===== config.mk =====
export PLATFORM = sky130hd
export DESIGN_NAME = byte_ring_buffer_with_unget_core_flat
export DESIGN_NICKNAME = d
export VERILOG_FILES = /design/src/rtl/brb_pkg.sv /design/src/rtl/brb_if.sv /design/src/rtl/brb_ctrl.sv /design/src/rtl/brb_dp.sv /design/src/rtl/byte_ring_buffer_with_unget_core.sv /design/src/flat_wrapper.sv
export SDC_FILE = /design/constraint.sdc
export NUM_CORES = 2
export LEC_CHECK = 0
export ABC_AREA = 0
export BUFFER_PORTS_ARGS = -buffer_cell sky130_fd_sc_hd__buf_2
export CAP_MARGIN = 20
export CORE_MARGIN = 10
export CORE_UTILIZATION = 35
export CTS_BUF_LIST = sky130_fd_sc_hd__clkbuf_4 sky130_fd_sc_hd__clkbuf_8
export CTS_CLUSTER_SIZE = 25
export DETAILED_ROUTE_END_ITERATION = 10
export SLEW_MARGIN = 20
export SYNTH_ARGS = -nofsm -noshare
export SYNTH_HDL_FRONTEND = slang
export SYNTH_HIERARCHICAL = 1
export SYNTH_SLANG_ARGS = --single-unit

===== constraint.sdc =====
create_clock -name clk -period 5.6 [get_ports clk]
set_input_delay 1.12 -clock clk [delete_from_list [all_inputs] [get_ports clk]]
set_output_delay 1.12 -clock clk [all_outputs]
set_load 0.05 [all_outputs]

===== src/rtl/brb_pkg.sv =====
`timescale 1ns / 1ps
`default_nettype none
// ----------------------------------------------------------------------------
// brb_pkg: shared types and codes for the byte ring buffer with unget
// Operation codes, controller-to-datapath command, and result payload layout.
// ----------------------------------------------------------------------------
package brb_pkg;

  // operation codes carried in the kind field; code 3 is a failing no-op
  localparam logic [1:0] KIND_PUSH  = 2'd0;
  localparam logic [1:0] KIND_PULL  = 2'd1;
  localparam logic [1:0] KIND_UNGET = 2'd2;

  localparam int BYTE_W = 8;
  localparam logic [BYTE_W-1:0] BYTE_MAX = 8'hFF;

  // commands from the controller to the datapath
  typedef struct packed {
    logic accept;  // input transfer this cycle: update state, launch read
    logic load;    // move the pending result into the output register
  } brb_cmd_t;

  // one result item
  typedef struct packed {
    logic              done_ok;
    logic [BYTE_W-1:0] read_byte;
    logic [BYTE_W-1:0] fill_count;
    logic              is_empty;
    logic [BYTE_W-1:0] moved_in_call;
  } brb_res_t;

endpackage

`default_nettype wire


===== src/rtl/brb_if.sv =====
`timescale 1ns / 1ps
`default_nettype none
// ----------------------------------------------------------------------------
// brb_if: channel interfaces for the byte ring buffer
// Operation channel (in) and result channel (out), valid/ready handshake.
// ----------------------------------------------------------------------------
interface brb_in_if;
  logic       valid;
  logic       ready;
  logic [1:0] kind;
  logic [7:0] data_in;
  logic       last_of_call;

  modport source (output valid, output kind, output data_in, output last_of_call,
                  input ready);
  modport sink   (input valid, input kind, input data_in, input last_of_call,
                  output ready);
endinterface

interface brb_out_if;
  logic       valid;
  logic       ready;
  logic       done_ok;
  logic [7:0] read_byte;
  logic [7:0] fill_count;
  logic       is_empty;
  logic [7:0] moved_in_call;

  modport source (output valid, output done_ok, output read_byte, output fill_count,
                  output is_empty, output moved_in_call, input ready);
  modport sink   (input valid, input done_ok, input read_byte, input fill_count,
                  input is_empty, input moved_in_call, output ready);
endinterface

`default_nettype wire


===== src/rtl/brb_ctrl.sv =====
`timescale 1ns / 1ps
`default_nettype none
// ----------------------------------------------------------------------------
// brb_ctrl: sequencing controller
// Accepts one operation, then waits for a free output register to load it.
// ----------------------------------------------------------------------------
module brb_ctrl (
  input  wire logic             clk,
  input  wire logic             rst_n,
  input  wire logic             in_valid,
  output logic                  in_ready,
  output logic                  out_valid,
  input  wire logic             out_ready,
  output brb_pkg::brb_cmd_t     cmd
);

  typedef enum logic {
    ST_IDLE,
    ST_LOAD
  } state_t;

  state_t state_r;
  logic   out_valid_r;
  logic   out_free;

  assign in_ready   = (state_r == ST_IDLE);
  assign out_free   = !out_valid_r || out_ready;
  assign cmd.accept = in_valid && in_ready;
  assign cmd.load   = (state_r == ST_LOAD) && out_free;
  assign out_valid  = out_valid_r;

  // state and output-valid flag
  always_ff @(posedge clk) begin
    if (!rst_n) begin
      state_r     <= ST_IDLE;
      out_valid_r <= 1'b0;
    end else begin
      // a load refills the output register, else a transfer empties it
      if (cmd.load) begin
        out_valid_r <= 1'b1;
      end else if (out_ready) begin
        out_valid_r <= 1'b0;
      end
      case (state_r)
        ST_IDLE: begin
          if (cmd.accept) begin
            state_r <= ST_LOAD;
          end
        end
        ST_LOAD: begin
          if (out_free) begin
            state_r <= ST_IDLE;
          end
        end
        default: begin
          state_r <= ST_IDLE;
        end
      endcase
    end
  end

endmodule

`default_nettype wire


===== src/rtl/brb_dp.sv =====
`timescale 1ns / 1ps
`default_nettype none
// ----------------------------------------------------------------------------
// brb_dp: ring buffer datapath
// Byte store, head/tail indices, fill and burst counters, result registers.
// ----------------------------------------------------------------------------
module brb_dp #(
  parameter int DEPTH = 256
) (
  input  wire logic              clk,
  input  wire logic              rst_n,
  input  wire brb_pkg::brb_cmd_t cmd,
  input  wire logic [1:0]        kind,
  input  wire logic [7:0]        data_in,
  input  wire logic              last_of_call,
  output brb_pkg::brb_res_t      res
);

  localparam int IDX_W = $clog2(DEPTH);
  localparam int FW    = (IDX_W > brb_pkg::BYTE_W) ? IDX_W : brb_pkg::BYTE_W;
  localparam logic [IDX_W-1:0] LAST_IDX = IDX_W'(DEPTH - 1);
  localparam logic [IDX_W-1:0] FULL_CNT = IDX_W'(DEPTH - 1);

  logic [7:0]       mem [DEPTH];
  logic [7:0]       rd_data_r;

  logic [IDX_W-1:0] head_r, head_nxt;
  logic [IDX_W-1:0] tail_r, tail_nxt;
  logic [IDX_W-1:0] fill_r, fill_nxt;
  logic [7:0]       burst_r, burst_nxt;

  // pending result, formed at the input transfer
  logic             p_ok_r, p_pull_r, p_empty_r;
  logic [7:0]       p_fill_r, p_moved_r;
  brb_pkg::brb_res_t res_r;

  logic             is_full, is_emp;
  logic             push_ok, pull_ok, unget_ok, op_ok;
  logic [IDX_W-1:0] head_inc, head_dec, tail_inc;
  logic             wr_en, rd_en;
  logic [IDX_W-1:0] wr_addr;
  logic [7:0]       moved;
  logic [FW-1:0]    fill_ext;
  logic [7:0]       fill_sat;

  // operation decode
  assign is_full  = (fill_r == FULL_CNT);
  assign is_emp   = (fill_r == '0);
  assign push_ok  = (kind == brb_pkg::KIND_PUSH)  && !is_full;
  assign pull_ok  = (kind == brb_pkg::KIND_PULL)  && !is_emp;
  assign unget_ok = (kind == brb_pkg::KIND_UNGET) && !is_full;
  assign op_ok    = push_ok || pull_ok || unget_ok;

  // modulo-DEPTH index steps
  assign head_inc = (head_r == LAST_IDX) ? '0 : head_r + IDX_W'(1);
  assign head_dec = (head_r == '0) ? LAST_IDX : head_r - IDX_W'(1);
  assign tail_inc = (tail_r == LAST_IDX) ? '0 : tail_r + IDX_W'(1);

  assign wr_en   = cmd.accept && (push_ok || unget_ok);
  assign rd_en   = cmd.accept && pull_ok;
  assign wr_addr = push_ok ? tail_r : head_dec;

  // next state of indices and counters
  always_comb begin
    head_nxt = head_r;
    tail_nxt = tail_r;
    fill_nxt = fill_r;
    if (push_ok) begin
      tail_nxt = tail_inc;
      fill_nxt = fill_r + IDX_W'(1);
    end
    if (pull_ok) begin
      head_nxt = head_inc;
      fill_nxt = fill_r - IDX_W'(1);
    end
    if (unget_ok) begin
      head_nxt = head_dec;
      fill_nxt = fill_r + IDX_W'(1);
    end
  end

  // burst counter saturates, then clears after the last byte of a call
  assign moved     = (op_ok && burst_r != brb_pkg::BYTE_MAX) ? burst_r + 8'd1 : burst_r;
  assign burst_nxt = last_of_call ? '0 : moved;

  assign fill_ext = FW'(fill_nxt);
  assign fill_sat = (fill_ext > FW'(brb_pkg::BYTE_MAX)) ? brb_pkg::BYTE_MAX
                                                         : fill_ext[7:0];

  // byte store: one write port, one registered read port
  always_ff @(posedge clk) begin
    if (wr_en) begin
      mem[wr_addr] <= data_in;
    end
    if (rd_en) begin
      rd_data_r <= mem[head_r];
    end
  end

  // control state
  always_ff @(posedge clk) begin
    if (!rst_n) begin
      head_r  <= '0;
      tail_r  <= '0;
      fill_r  <= '0;
      burst_r <= '0;
    end else if (cmd.accept) begin
      head_r  <= head_nxt;
      tail_r  <= tail_nxt;
      fill_r  <= fill_nxt;
      burst_r <= burst_nxt;
    end
  end

  // pending result and output register
  always_ff @(posedge clk) begin
    if (cmd.accept) begin
      p_ok_r    <= op_ok;
      p_pull_r  <= pull_ok;
      p_empty_r <= (fill_nxt == '0);
      p_fill_r  <= fill_sat;
      p_moved_r <= moved;
    end
    if (cmd.load) begin
      res_r.done_ok       <= p_ok_r;
      res_r.read_byte     <= p_pull_r ? rd_data_r : '0;
      res_r.fill_count    <= p_fill_r;
      res_r.is_empty      <= p_empty_r;
      res_r.moved_in_call <= p_moved_r;
    end
  end

  assign res = res_r;

endmodule

`default_nettype wire


===== src/rtl/byte_ring_buffer_with_unget_core.sv =====
`timescale 1ns / 1ps
`default_nettype none
// ----------------------------------------------------------------------------
// byte_ring_buffer_with_unget_core: byte ring buffer with push, pull, unget
// Holds up to DEPTH-1 bytes; every operation returns one status result.
// ----------------------------------------------------------------------------
//  channel | dir | transfer when          | payload
//  in_ch   | in  | valid && ready         | kind, data_in, last_of_call
//  out_ch  | out | valid && ready         | done_ok, read_byte, fill_count,
//          |     |                        | is_empty, moved_in_call
//
// An operation runs in order: the transfer cycle updates the indices and
// issues the byte-store read, then the load step moves the pending result
// and read byte into the output register. A stalled output holds the block
// in the load step; the next operation may be taken while a result waits.
// Synchronous active-low reset clears indices, counters and control; the
// byte store is not cleared.
// ----------------------------------------------------------------------------
module byte_ring_buffer_with_unget_core #(
  parameter int DEPTH = 256
) (
  input  wire logic  clk,
  input  wire logic  rst_n,
  brb_in_if.sink     in_ch,
  brb_out_if.source  out_ch
);

  brb_pkg::brb_cmd_t cmd;
  brb_pkg::brb_res_t res;

  brb_ctrl u_ctrl (
    .clk       (clk),
    .rst_n     (rst_n),
    .in_valid  (in_ch.valid),
    .in_ready  (in_ch.ready),
    .out_valid (out_ch.valid),
    .out_ready (out_ch.ready),
    .cmd       (cmd)
  );

  brb_dp #(
    .DEPTH (DEPTH)
  ) u_dp (
    .clk          (clk),
    .rst_n        (rst_n),
    .cmd          (cmd),
    .kind         (in_ch.kind),
    .data_in      (in_ch.data_in),
    .last_of_call (in_ch.last_of_call),
    .res          (res)
  );

  assign out_ch.done_ok       = res.done_ok;
  assign out_ch.read_byte     = res.read_byte;
  assign out_ch.fill_count    = res.fill_count;
  assign out_ch.is_empty      = res.is_empty;
  assign out_ch.moved_in_call = res.moved_in_call;

  // one operation in flight: no transfer right after a transfer
  a_one_in_flight: assert property (@(posedge clk) disable iff (!rst_n)
    in_ch.valid && in_ch.ready |=> !in_ch.ready)
    else $error("input taken while previous operation pending");

  // a failed operation never returns a byte
  a_fail_no_byte: assert property (@(posedge clk) disable iff (!rst_n)
    out_ch.valid && !out_ch.done_ok |-> out_ch.read_byte == 8'd0)
    else $error("read byte on failed operation");

  // empty flag agrees with fill count
  a_empty_fill: assert property (@(posedge clk) disable iff (!rst_n)
    out_ch.valid |-> (out_ch.is_empty == (out_ch.fill_count == 8'd0)))
    else $error("empty flag and fill count disagree");

  // a successful move is always counted
  a_ok_counted: assert property (@(posedge clk) disable iff (!rst_n)
    out_ch.valid && out_ch.done_ok |-> out_ch.moved_in_call != 8'd0)
    else $error("successful move not counted");

endmodule

`default_nettype wire

===== src/flat_wrapper.sv =====
// flat-port wrapper written by rule: the top's interface ports become plain ports
module byte_ring_buffer_with_unget_core_flat 
#(
  parameter int DEPTH = 256
)
  (clk, rst_n, in_ch_valid, in_ch_kind, in_ch_data_in, in_ch_last_of_call, in_ch_ready, out_ch_valid, out_ch_done_ok, out_ch_read_byte, out_ch_fill_count, out_ch_is_empty, out_ch_moved_in_call, out_ch_ready);
  brb_in_if in_ch_i ();
  brb_out_if out_ch_i ();
  input  wire logic clk;
  input  wire logic rst_n;
  input wire logic [$bits(in_ch_i.valid)-1:0] in_ch_valid;
  input wire logic [$bits(in_ch_i.kind)-1:0] in_ch_kind;
  input wire logic [$bits(in_ch_i.data_in)-1:0] in_ch_data_in;
  input wire logic [$bits(in_ch_i.last_of_call)-1:0] in_ch_last_of_call;
  output wire logic [$bits(in_ch_i.ready)-1:0] in_ch_ready;
  output wire logic [$bits(out_ch_i.valid)-1:0] out_ch_valid;
  output wire logic [$bits(out_ch_i.done_ok)-1:0] out_ch_done_ok;
  output wire logic [$bits(out_ch_i.read_byte)-1:0] out_ch_read_byte;
  output wire logic [$bits(out_ch_i.fill_count)-1:0] out_ch_fill_count;
  output wire logic [$bits(out_ch_i.is_empty)-1:0] out_ch_is_empty;
  output wire logic [$bits(out_ch_i.moved_in_call)-1:0] out_ch_moved_in_call;
  input wire logic [$bits(out_ch_i.ready)-1:0] out_ch_ready;
  assign in_ch_i.valid = in_ch_valid;
  assign in_ch_i.kind = in_ch_kind;
  assign in_ch_i.data_in = in_ch_data_in;
  assign in_ch_i.last_of_call = in_ch_last_of_call;
  assign in_ch_ready = in_ch_i.ready;
  assign out_ch_valid = out_ch_i.valid;
  assign out_ch_done_ok = out_ch_i.done_ok;
  assign out_ch_read_byte = out_ch_i.read_byte;
  assign out_ch_fill_count = out_ch_i.fill_count;
  assign out_ch_is_empty = out_ch_i.is_empty;
  assign out_ch_moved_in_call = out_ch_i.moved_in_call;
  assign out_ch_i.ready = out_ch_ready;
  byte_ring_buffer_with_unget_core #(.DEPTH(DEPTH)) u_core (.clk(clk), .rst_n(rst_n), .in_ch(in_ch_i), .out_ch(out_ch_i));
endmodule

# Word level (Yosys, flattened, before mapping)
# Memories as Yosys holds them, arrays and structs flattened. A register that Yosys moved wholly into a read port is not among the register bits.
# Index checks and enable logic that the tools add are counted.
dict set report word_totals {
  word_cells 72
  output_inout_bits 28
  in_bits 15
  mem_bits_rw 2048
  latchBits 0
  rom_bits 0
  reg_bits 79
  n_memories 1
}
# name words width read_ports rd_clocked_by_memory_dff write_ports line_no
set mem_list {}
lappend mem_list {u_core.u_dp.mem 256 8 1 1 1 brb_dp.sv:24} ;# logic [7:0] mem [DEPTH];
dict set report op_classes {
  addsub 6
  n_reduce_logical 23
  magnitude_cmp 1
  div 0
  n_shift 0
  mux 18
  n_mul 0
  bitwise 1
  n_eq_ne 6
}
# operator count
set ops {}
lappend ops {{2-to-1 mux 8 bit} 11}
lappend ops {{adder 8 x 1 -> 8 bit, second input constant} 4}
lappend ops {{== test 8 bit, second input constant} 3}
lappend ops {{logical NOT 8 bit} 3}
lappend ops {{subtractor 8 x 1 -> 8 bit, second input constant} 2}
lappend ops {{greater-than comparator 8 bit, second input constant} 1}
lappend ops {{logical AND 1 bit} 8}
lappend ops {{!= test 8 bit, second input constant} 1}
lappend ops {{2-to-1 mux 1 bit} 6}
lappend ops {{logical OR 1 bit} 4}
lappend ops {{AND reduction 2 bit} 2}
lappend ops {{nonzero test 2 bit} 2}
lappend ops {{logical NOT 1 bit} 3}
lappend ops {{== test 2 x 1 -> 1 bit, second input constant} 1}
lappend ops {{== test 2 bit, second input constant} 1}
lappend ops {{logical NOT 2 bit} 1}
lappend ops {{case mux 1 bit (2 select lines)} 1}
lappend ops {{inverter 1 bit} 1}

# Logic depth before layout (Yosys ltp)
dict set report logic_depth {
  word_depth 8
  depth_mapped 16
  ltp_nobuf 10
}

# Hierarchy
# Netlist, hierarchy kept.
# module cells_each instances seq_area_each_um2 area_per_inst_um2
set by_module_without_submodules {}
lappend by_module_without_submodules {brb_dp 4138 1 63731.1 83943.0}
lappend by_module_without_submodules {brb_ctrl 9 1 40.0 102.6}

# Least setup slack after synthesis
# OpenSTA, ideal clock, no wires.
dict set report synth_path {
  path_kind {register -> register}
  startpoint {register u_core.u_dp.head_r[1]}
  endpoint {memory u_core.u_dp.mem[197][0] (enable)}
  synth_period_minus_slack_ns 3.808
  n_path_buf 7
  slack_ns 1.792
  setup_time_ns 0.370
  path_stages_with_launch 17
  t_arrival_ns 3.437
  required_time_ns 5.230
  cell_sequence {dfxtp_1 > buf_4 > buf_2 > buf_2 > buf_2 > inv_1 > ha_1 > or3b_2 > or2_0 > clkbuf_1 > nand2_1 > mux2i_1 > nand2_1 > or3_1 > clkbuf_1 > buf_2 > nor2_1}
}
dict set report synth_via {
  elab_chain_cells 3
  word_cells_on_any_way 4
  classes_between {1 x add/sub; 2 x mux; 1 x reduce/logical}
}
# item line_no
set synth_lines {}
lappend synth_lines {{from (decl)} brb_dp.sv:27} ;# logic [IDX_W-1:0] head_r, head_nxt;
lappend synth_lines {{from (signal assigned)} brb_dp.sv:108} ;# head_r <= head_nxt;
lappend synth_lines {{subtractor 8 x 1 -> 8 bit or logical NOT 8 bit (tied branches)} brb_dp.sv:56} ;# assign head_dec = (head_r == '0) ? LAST_IDX : head_r - IDX_W'(1);
lappend synth_lines {{2-to-1 mux 8 bit *} brb_dp.sv:56}
lappend synth_lines {{2-to-1 mux 8 bit *} brb_dp.sv:61} ;# assign wr_addr = push_ok ? tail_r : head_dec;
lappend synth_lines {{to (decl)} brb_dp.sv:24}
# Every way passes the cells marked *; elsewhere a longest branch is shown, timed or not.

# Worst setup path in the final report
dict set report layout_path {
  startpoint {register u_core.u_dp.fill_r[1]}
  endpoint {memory u_core.u_dp.mem[69][6] (enable)}
}
dict set report layout_via {
  elab_chain_cells 7
  word_cells_on_any_way 9
  classes_between {1 x eq/ne; 3 x mux; 5 x reduce/logical}
}
# item line_no
set layout_lines {}
lappend layout_lines {{from (decl)} brb_dp.sv:29} ;# logic [IDX_W-1:0] fill_r, fill_nxt;
lappend layout_lines {{from (signal assigned)} brb_dp.sv:110} ;# fill_r <= fill_nxt;
lappend layout_lines {{== test 8 bit *} brb_dp.sv:47} ;# assign is_full = (fill_r == FULL_CNT);
lappend layout_lines {{logical NOT 1 bit *} {brb_dp.sv:49, brb_dp.sv:51}}
lappend layout_lines {{logical AND 1 bit (on tied branches)} {brb_dp.sv:49, brb_dp.sv:51}}
lappend layout_lines {{logical OR 1 bit} brb_dp.sv:59} ;# assign wr_en = cmd.accept && (push_ok || unget_ok);
lappend layout_lines {{logical AND 1 bit} brb_dp.sv:59}
lappend layout_lines {{2-to-1 mux 1 bit} brb_dp.sv:92} ;# if (wr_en) begin
lappend layout_lines {{2-to-1 mux 1 bit (not written as such)} brb_dp.sv:93} ;# mem[wr_addr] <= data_in;
# Marked as above.

==> impl_metrics.json <==
{
  "status": "completed",
  "drcViolationCount": 0,
  "dieHeight_um": 510,
  "critPathMaxStageDelay_ps": 720,
  "path_common_cell": "nor2_1",
  "clkLatencyLatePin_ps": 1090,
  "cts-htree-levels": 5,
  "hold_depth": 3,
  "clock_sinks": 2135,
  "cp_top_family": "simple AND/OR/NAND/NOR gates",
  "max_freq_mhz": 211,
  "hpwl_mm": 140,
  "synth-seq-cells": 2135,
  "synth.avg_cell_area_um2": 20.3,
  "crit_type": "reg2reg",
  "placed_cells": 7270,
  "worstPathRequired_ps": 6260,
  "grt_setup_unrepaired": "no",
  "crit_buf_inv": 1,
  "io_buffers": 42,
  "syn_area_mm2": 0.0840,
  "fin_util_pct": 39.7,
  "cts_hold_buf": 0,
  "critPathArrivalTime_ps": 5410,
  "ir_worst_vdd_mv": 0.302,
  "async_reset_ff_share_pct": 0,
  "stdcell_count": 7860,
  "clock_path_buffers": 4,
  "syn-num-nets": 4170,
  "p_per_area_mw_per_mm2": 343,
  "drtAntennaViolNets": 0,
  "core_area_mm2": 0.239,
  "die-width_um": 510,
  "tightest_slew_ps": 1140,
  "synth_cell_types": 88,
  "grt_max_degree": 134,
  "setup_violations": 0,
  "cts_buffers": 345,
  "vias": 43900,
  "hold_class": "in2reg",
  "finalCriticalPeriod_ps": 4750,
  "track_usage_pct": 17.5,
  "cts.root.buffer_cell": "clkbuf_8",
  "postSynthCellCount": 4147,
  "drv_cap": 0,
  "wl_per_cell_um": 29.6,
  "drt_iter0_drc": 5274,
  "die_area_mm2": 0.260,
  "endpoint_kind": "register",
  "antenna_found_initial": 14,
  "max_slew_margin_pct": 23.9,
  "grt_first_pass_wirelength_mm": 332,
  "cts_setup_buffers": 0,
  "first_pass_iters": 6,
  "worstPathCellList": "ha_1 -> nand4_1 -> o31ai_2 -> nor3_1 -> a31o_2 -> nor2_1 -> nand2_2 -> buf_4 -> nor2_1",
  "synth_flop_cell": "edfxtp_1",
  "synth-seq-area-share_pct": 75.9,
  "leakagePower_uw": 0.0287,
  "startpoint_type": "register",
  "tns_ps": 0,
  "gp_congestion": 0.880,
  "skew_ps": 104,
  "drt_wl_total_mm": 232,
  "start_util_pct": 35.2,
  "grt_overflow": 0,
  "cts_resized": 0,
  "grt_pass1_vias": 44000,
  "area_growth_pct": 12.7,
  "row_count": 179,
  "worstPathMaxFanout": 10,
  "drive_gt1_share_pct": 27.1,
  "cp_num_cells": 9,
  "ioPinCount": 43,
  "nets": 4473,
  "period_share_pct": 84.8,
  "final_hold_viol_count": 0,
  "clkSlewWorstSetupHoldPaths_ps": 60,
  "drv_slew": 0,
  "ys.warnings.count": 6,
  "synth_edf_count": 2101,
  "viasPerCell": 5.58,
  "cts_tree": "done",
  "cpMaxStageDelayCell": "o31ai_2",
  "reg2regPathDepth": 9
}
-- final cells by class --
cell class	count	area (um^2)
fillers	21200	144000
repair buffers	203	1740
clock inverters	113	588
diodes	7	17.5
flip-flops and latches	2135	63800
inverters	21	83.8
clock buffers	470	5790
well taps	3167	3960
multi-input cells	1744	18800
-- metal layers --
metal	vias up	part of all wire [%]	track usage, %
li1	17800	-	-
met1	23100	40	24.1
met2	2485	46	26.6
met3	469	10	4.40
met4	0	4.3	7.48
met5	-	0	0
-- cell usage after synthesis, types with 21 or more instances --
| cell type | n | area (um^2) |
|---|---|---|
| dfxtp_1 | 34 | 681 |
| a211oi_1 | 21 | 158 |
| clkbuf_1 | 85 | 319 |
| a21oi_1 | 70 | 350 |
| buf_2 | 78 | 390 |
| o21ai_0 | 63 | 315 |
| nand2_1 | 128 | 480 |
| mux4_2 | 481 | 10800 |
| buf_4 | 27 | 203 |
| mux2i_1 | 149 | 1490 |
| a221oi_1 | 49 | 429 |
| nor2_1 | 331 | 1240 |
| o22ai_1 | 25 | 156 |
| buf_6 | 40 | 450 |
| edfxtp_1 | 2101 | 63100 |
| and2_1 | 30 | 188 |
| a22oi_1 | 45 | 338 |
| nand3_1 | 36 | 180 |
| nor3_1 | 22 | 110 |
| nor2b_1 | 29 | 181 |
-- sequential cells by signal (all words and copies together), names as in the netlist --
name                     count
u_core/u_dp/p_empty_r        1
u_core/u_dp/rd_data_r        8
u_core/u_dp/burst_r          8
u_core/u_dp/p_moved_r        8
u_core/u_dp/res             26
u_core/u_dp/p_pull_r         1
u_core/u_dp/tail_r           8
u_core/u_dp/head_r           8
u_core/u_dp/p_fill_r         8
u_core/u_ctrl/out_valid      1
u_core/u_dp/fill_r           8
u_core/u_dp/p_ok_r           1
u_core/u_ctrl/state_r        1
u_core/u_dp/mem           2048
-- path summary, 6_finish.rpt --
| check | start | end | slack (ps) |
|---|---|---|---|
| min reg2reg | u_core/u_dp/p_fill_r[3] | u_core/u_dp/res[12] | 410 |
| max reg2reg | u_core/u_dp/fill_r[1] | u_core/u_dp/mem[69][6] | 850 |
| min | out_ch_ready | u_core/u_ctrl/state_r | 340 |
| max | u_core/u_dp/fill_r[1] | u_core/u_dp/mem[69][6] | 850 |
-- placed cells by master, fill, tap and decap left out, types with 10 or more instances in the layout --
cell type  netlist  routed
a211oi_1        21      21
a21oi_1         70      70
a221oi_1        49      49
a22oi_1         45      45
a31oi_1         13      13
and2_1          30      28
buf_12           2      20
buf_2           78      34
buf_4           27     141
clkbuf_4         0     109
clkbuf_8         0     369
clkinv_1         2      76
clkinv_2         0      30
dfxtp_1         34      28
edfxtp_1      2101    2101
inv_1           17      15
mux2_2          19      19
mux2i_1        149     149
mux4_2         481     481
nand2_1        128     112
nand2_2          1      17
nand2b_1        12      12
nand3_1         36      36
nand4_1         19      19
nor2_1         331     329
nor2b_1         29      25
nor3_1          22      22
o211ai_1        10      10
o21ai_0         63      62
o221ai_1        16      16
o22ai_1         25      25
xnor2_1         13      13
xor2_1          10      10
-- power breakdown --
part / leakage (uW) / internal (uW) / switching (uW)
Clock: 0.00340 / 6830 / 5950
Sequential: 0.0192 / 17600 / 40.3
Combinational: 0.00608 / 732 / 1360
Total: 0.0287 / 25200 / 7360
-- worst min-delay path, cell delays in order --
cell and delay [ps]:
buf_2 80, nand2b_4 120, o2bb2ai_2 50
-- kinds of logic (layout without fill, tap and decap cells) --
group,count (synthesis),count (layout),share of synthesized area [%]
flops,2135,2135,75.9
simple gates,652,652,3.45
mux,650,650,14.9
compound gates,411,411,3.49
buf+inv,268,807,1.90
xor+xnor,23,23,0.240
fa+ha+maj,8,8,0.119
other cells,0,7,0
-- per-stage QoR --
step	setup WS, ps	hold WS, ps	total power [uW]	area [um^2]
3_3_place_gp	859	401	20100	88300
2_1_floorplan	1790	400	19200	84000
5_1_grt	659	300	33600	94700
4_1_cts	899	224	32800	94700
3_5_place_dp	755	405	20100	88300
6_report	850	337	32500	94700
(Power assumes the default switching activity.)
